==> src/hdl/wps_ram.sv <==
// generic simple dual-port ram with registered read
`default_nettype none

module wps_ram #(
  parameter int WIDTH = 8,
  parameter int DEPTH = 16
) (
  input  wire logic                     clk,
  input  wire logic                     we,
  input  wire logic [$clog2(DEPTH)-1:0] waddr,
  input  wire logic [WIDTH-1:0]         wdata,
  input  wire logic [$clog2(DEPTH)-1:0] raddr,
  output logic      [WIDTH-1:0]         rdata
);

  logic [WIDTH-1:0] mem [DEPTH];

  always_ff @(posedge clk) begin
    if (we) begin
      mem[waddr] <= wdata;
    end
    rdata <= mem[raddr];
  end

endmodule

`default_nettype wire

==> config.mk <==
export PLATFORM = sky130hd
export DESIGN_NAME = wps_ram
export DESIGN_NICKNAME = d
export VERILOG_FILES = /design/src/hdl/wps_ram.sv
export SDC_FILE = /design/constraint.sdc
export NUM_CORES = 1
export LEC_CHECK = 0
export BUFFER_PORTS_ARGS = -buffer_cell sky130_fd_sc_hd__buf_2
export CAP_MARGIN = 20
export CORE_ASPECT_RATIO = 1.4
export CORE_UTILIZATION = 54
export DETAILED_ROUTE_END_ITERATION = 10
export HOLD_SLACK_MARGIN = 0.15
export PLACE_DENSITY = 0.74
export SLEW_MARGIN = 20
export SYNTH_ARGS = -nofsm -noshare
export SYNTH_HDL_FRONTEND = slang
export SYNTH_SLANG_ARGS = --single-unit
==> constraint.sdc <==
create_clock -name clk -period 2.1 [get_ports clk]
set_clock_uncertainty 0.15 [all_clocks]
set_input_delay 0.42 -clock clk [delete_from_list [all_inputs] [get_ports clk]]
set_output_delay 0.42 -clock clk [all_outputs]
set_load 0.02 [all_outputs]
==> impl_results.md, run 1 <==
* I/O pin count at 26
* Post-Syn Area per Cell at 22.5 um2
* DRC viols at 6
* Pin count of the biggest net entering global routing at 33
* Initial antenna violation count at 0
* Starting Density at 0.564
* Most area-hungry cell type in the Yosys netlist: edfxtp_1
* Crit share post-route at 0.728
* Clock tree from TritonCTS: built
* Skew-Pair Late Insertion Delay at 410 ps
* Non-filler cells, final at 407
* Most used flip-flop cell after synthesis: edfxtp_1
* Routed WL at 9080 um
* Number of setup violations in the final report at 0
* Transition at the pin with the smallest max-transition slack at 406 ps
* Worst vdd ir at 720 uV
* Die boundary width at 84.5 um
* Buffers from clock root to sink, at most at 2
* Endpoints failing hold at 0
* Number of unique standard cell types used by synthesis at 19
* Arrival time reported for the critical path endpoint at 1670 ps
* Count of nets after finishing at 305
* Data required time of the critical path at 2240 ps
* Type of the most critical hold path: input pin to flip-flop
* Wire length of the first global-routing pass at 14,200 um
* Hold buffer count at CTS at 0
* Delay-heaviest family, CP: multiplexers
* Share of synthesized area occupied by flip-flops and latches at 0.778
* RSZ-0062 raised after global routing: no
* Count of max-cap constraint violations at 0
* HPWL Detailed at 5770 um
* Routed length per instance at 22.3 um
* Starting DRT DRC Count at 214
* CP peak stage delay at 560 ps
* Multi-input gate area in the final layout at 0.00106 mm2
* Most common cell after layout, fill and taps aside: edfxtp_1
* Fraction of synthesized cell area taken by the top area cell type at 0.747
* Failing checks: design-rule violations
* Vias in the first global route at 2,578
* Reported net switching power at 0.00115 W
* Grt total ovfl at 0
* Ratio of cells with drive above 1 in the final layout at 0.303
* Core region area at 0.00913 mm2
* CP Cell Sequence: buf_2 > buf_12 > mux4_1 > a22oi_1 > nand2_1
* Overall routing resource usage at 0.206
* Clk pwr share at 0.458
* Antenna diode count at 0
* Highest attainable clock frequency at 0.654 GHz
* Most frequent cells in the layout: 128 x edfxtp_1, 25 x buf_2, 21 x buf_4
* CP max stage cell: mux4_1
* Critical R2R Capture: rdata[3]
* Area occupied by registers at 0.00400 mm2
* Leading post-synthesis cells by cell area: edfxtp_1 75%, mux4_2 7.9%, mux4_1 7.1%
* Clock root buffer: clkbuf_16
* Setup TNS at 0 ps
* Clock transition time at the flip-flop clock pins of the worst setup and hold paths at 50 ps
* Filler cells at 584
* Height of the die at 118 um
* Total power per unit cell area at 1010 mW/mm2
* Setup crit start kind: input pin
* Clk sink count at 136
* Internal power consumption at 0.00504 W
* Leakage Power at 2.11 nW
* Fraction of registers with async set or reset after synthesis at 0
* Minimum clock period at 1530 ps
* Launch point of the worst reg-to-reg path: mem[1][3]
* Cells resized by post-CTS repair at 0
* Net count of the mapped netlist at 247
* Worst setup path category: input pin to flip-flop
* Switch share at 0.185
* Yosys Warn Count at 0
* Number of iterations in the first detailed-routing pass at 7
* Count of flip-flops with a built-in enable after synthesis at 128
* Logic depth of the worst path, buffers included at 5
* Routed Antenna Nets at 0
* H-Tree Level Count at 4
* Part of the total power dissipated in sequential elements at 0.494
* Register bit count reported by yosys at 136
* Reg2Reg Setup Slack at 630 ps
* Worst rel slew slack at 0.729
* Critical path endpoint: rdata[3]
* Cell total after placement at 375
* Register-to-Register Path Depth at 3
* Category of the worst setup path capture point: flip-flop
* Full die area at 0.00993 mm2
* Fraction of the core area covered by cells at the end of the flow at 0.669
* Netlist area before placement at 0.00515 mm2
* Number of port buffers at 25
* Cts bufs inserted at 17
* Logic gate share of total power at 0.049
* Crit path buf inv count at 2
* Run status: complete, but fails checks
* Number of instances in the synthesized netlist at 229
* Global placer's final weighted congestion at 0.735
* Area growth from synthesis to layout at 18.7%
* Maximum fanout encountered on the critical timing path at 19
* Total vias in the final route at 2,436
* Worst setup path start: raddr[0]
* Number of pins exceeding their max-slew limit in the final report at 0
* Per-cell via count in the routed design at 5.99
* Number of placement rows at 41
* Post-CTS Setup Repair Bufs at 0
-- how the worst min path moves through the flow --
stage	cells after the start	slack, ps	from	endpoint
final	1	240	wdata[3]	mem[4][3]
after CTS	1	230	wdata[4]	mem[7][4]
after detailed placement	3	510	mem[14][1]	rdata[1]
after global placement	3	500	mem[15][0]	rdata[0]
after global routing	1	230	wdata[3]	mem[3][3]
after floorplan	0	370	wdata[0]	mem[0][0]
-- state kept, by name (all words and copies together) (netlist names) --
register  cells
rdata         8
mem         128
-- synth_stat cells, types with 2 or more instances --
master,count
edfxtp_1,128
mux4_2,18
a22oi_1,16
mux4_1,14
nor2_1,13
nand2_1,9
dfxtp_1,8
nor3_1,4
buf_2,3
buf_6,3
clkdlybuf4s25_2,3
nand2b_1,2
nand3b_1,2
-- cell type report --
class                           instances  area share
Tap cell                              107      0.0219
Multi-Input combinational cell         83       0.173
Timing Repair Buffer                   49      0.0561
Sequential cell                       136       0.655
Clock inverter                          2     0.00983
Clock buffer                           30      0.0841
-- logic make-up after synthesis --
kind of cell	share of synthesized area
buf+inv	0.0168
flops	0.778
compound gates	0.0233
mux	0.150
simple gates	0.0318
-- stage by stage --
step / setup slack [ps] / hold slack, ps / cell area (um2) / power (W)
CTS: 590 / 235 / 6110 / 0.00622
finish: 570 / 241 / 6110 / 0.00619
detailed placement: 173 / 508 / 5540 / 0.00341
floorplan: 37.1 / 369 / 5150 / 0.00328
global route: 480 / 234 / 6110 / 0.00638
global placement: 172 / 501 / 5540 / 0.00340
-- power groups by stage --
| stage | sequential (W) | combinational [W] | clock [W] |
|---|---|---|---|
| finish | 0.00306 | 0.000301 | 0.00283 |
| global route | 0.00306 | 0.000323 | 0.00300 |
| CTS | 0.00306 | 0.000305 | 0.00286 |
| detailed placement | 0.00311 | 0.000300 | 0 |
| global placement | 0.00311 | 0.000293 | 0 |
| floorplan | 0.00313 | 0.000154 | 0 |
-- per-layer routing --
layer	track usage	wire, um	vias up
met4	0.115	308	0
met2	0.334	4710	78
met3	0.0547	344	26
met1	0.251	3720	1242
met5	0	0	-
li1	-	-	1090
(Power assumes the default switching activity.)
==> run 2, diff against run 1 <==
==> constraint.sdc (replaced) <==
create_clock -name clk -period 1.2 [get_ports clk]
set_clock_uncertainty 0.15 [all_clocks]
set_input_delay 0.24 -clock clk [delete_from_list [all_inputs] [get_ports clk]]
set_output_delay 0.24 -clock clk [all_outputs]
set_load 0.02 [all_outputs]
==> run 2 against run 1 <==
The flow finishes with violations (design-rule violations, negative setup slack). Die area stayed put. Register-to-register slack worse by 860 ps. Flip-flop and latch count stayed put. Clock power is 89% higher. Worst setup slack worse by 800 ps. Count of clock-buffer cells in the layout is 10 lower. First-iteration DRC count is 24% lower. Utilization is 5.5 points higher. Critical path depth is 2 lower. Sequential power is 75% higher. Sequential share of layout area is 4.9 points lower. Via count is 2.7% higher. Largest cell class unchanged.
==> impl_results.md, run 2 (synthesized netlist as in run 1, its figures left out) <==
* Starting Density at 0.564
* Number of iterations in the first detailed-routing pass at 8
* Post-CTS Setup Repair Bufs at 0
* HPWL Detailed at 6300 um
* Routed Antenna Nets at 0
* I/O pin count at 26
* Global placer's final weighted congestion at 0.796
* Non-filler cells, final at 426
* Number of placement rows at 41
* Ratio of cells with drive above 1 in the final layout at 0.492
* Starting DRT DRC Count at 162
* Clk sink count at 136
* Run status: complete, but fails checks
* Area growth from synthesis to layout at 28.5%
* Worst vdd ir at 1090 uV
* Minimum clock period at 1430 ps
* Routed length per instance at 23.6 um
* Endpoints failing hold at 0
* Final instance area at 0.00662 mm2
* Initial antenna violation count at 0
* Clock tree from TritonCTS: built
* Cell depth of the worst hold path at 3
* Clock root buffer: clkbuf_16
* Height of the die at 118 um
* Logic gate share of total power at 0.061
* Pin count of the biggest net entering global routing at 20
* Slack of the critical path at -227 ps
* Worst rel slew slack at 0.321
* DRC viols at 4
* Count of nets after finishing at 324
* Category of the worst setup path capture point: flip-flop
* Transition at the pin with the smallest max-transition slack at 1010 ps
* Skew-Pair Late Insertion Delay at 410 ps
* Antenna diode count at 0
* Vias in the first global route at 2,756
* Crit share post-route at 1.19
* Clock transition time at the flip-flop clock pins of the worst setup and hold paths at 60 ps
* Largest register by flop count: mem
* Regs by FF count: mem: 128 flops, rdata: 8 flops
* Wire length of the first global-routing pass at 15,500 um
* Number of port buffers at 25
* Worst setup path category: flip-flop to flip-flop
* Arrival time reported for the critical path endpoint at 1560 ps
* Total vias in the final route at 2,502
* Die boundary width at 84.5 um
* Area after detailed placement at 0.00582 mm2
* H-Tree Level Count at 4
* Data required time of the critical path at 1330 ps
* Leakage Power at 2.23 nW
* Maximum fanout encountered on the critical timing path at 1
* Core region area at 0.00913 mm2
* Full die area at 0.00993 mm2
* RSZ-0062 raised after global routing: yes
* Pre-CTS WS at -629 ps
* Per-cell via count in the routed design at 5.87
* Cell total after placement at 386
* Post-route worst hold slack at 195 ps
* Count of max-cap constraint violations at 0
* Reported net switching power at 0.00223 W
* Area occupied by registers at 0.00401 mm2
* Part of the total power dissipated in sequential elements at 0.470
* Number of pins exceeding their max-slew limit in the final report at 0
* Most frequent cells in the layout: 128 x edfxtp_1, 32 x mux4_2, 22 x buf_4
* Clk pwr share at 0.469
* Number of flip-flops under the largest register name at 128
* Cts bufs inserted at 17
* Setup crit start kind: flip-flop
* Type of the most critical hold path: input pin to flip-flop
* Register-to-Register Path Depth at 3
* Internal power consumption at 0.00917 W
* Filler cells at 531
* Multi-input gate area in the final layout at 0.00117 mm2
* Highest attainable clock frequency at 0.701 GHz
* Routed WL at 10,000 um
* Overall routing resource usage at 0.225
* Number of setup violations in the final report at 16
* Grt total ovfl at 0
* Failing checks: design-rule violations, negative setup slack
* Switch share at 0.195
* Buffers from clock root to sink, at most at 2
* Total power per unit cell area at 1720 mW/mm2
* Most common cell after layout, fill and taps aside: edfxtp_1
-- run 2: changes by cell type in the layout (fill, tap and decap cells not counted), moves of 8 or more --
| cell | delta |
|---|---|
| nor2_1 | -12 |
| mux4_2 | +14 |
| buf_12 | +10 |
| mux4_1 | -14 |
| a22oi_2 | +9 |
| dlygate4sd3_1 | +8 |
| buf_2 | -8 |
| a22oi_1 | -9 |
| buf_6 | +8 |
-- run 2: area by class of cell --
class                   instances  area share
repair buffers                 68       0.103
well taps                     107      0.0202
flip-flops and latches        136       0.606
clock buffers                  20      0.0675
multi-input cells              83       0.177
clock inverters                12      0.0261
-- run 2: worst paths after layout --
check | startpoint | endpoint | slack [ps]
max | mem[11][1] | rdata[1] | -230
min | waddr[1] | mem[4][3] | 190
max reg2reg | mem[11][1] | rdata[1] | -230
min reg2reg | mem[14][3] | rdata[3] | 530
-- run 2: timing repair --
item | 4_1_cts | 5_1_grt
pin swaps | 3 | 1
hold buffers | 8 | 0
endpoints found under the hold margin | 128 | 0
resized for setup | 29 | 4
endpoints found under the setup margin | 21 | 16
-- run 2: metal layers --
layer,up-vias,GRT usage,share of wire
li1,1116,-,-
met1,1274,0.288,0.39
met2,107,0.363,0.54
met3,5,0.0666,0.066
met4,0,0.0922,0.0041
met5,-,0,0
-- run 2: stage by stage --
stage | power [W] | TNS, ps | util
3_5_place_dp | 0.00606 | -45290 | 0.637
5_1_grt | 0.0117 | -2510 | 0.725
2_1_floorplan | 0.00579 | -18680 | -
4_1_cts | 0.0115 | -2250 | 0.723
6_report | 0.0114 | -1970 | 0.725
3_3_place_gp | 0.00605 | -43570 | 0.637
-- run 2: worst max-delay path, stage by stage, from the launching register on --
cell and delay, ps:
edfxtp_1 370, mux4_2 480, a22oi_2 220, nand2_1 90
-- run 2: power by group through the flow --
| stage | Clock [W] | Combinational, W | Sequential, W |
|---|---|---|---|
| global placement | 0 | 0.000605 | 0.00544 |
| CTS | 0.00540 | 0.000697 | 0.00536 |
| global route | 0.00558 | 0.000741 | 0.00537 |
| finish | 0.00534 | 0.000694 | 0.00536 |
| detailed placement | 0 | 0.000618 | 0.00545 |
| floorplan | 0 | 0.000317 | 0.00547 |
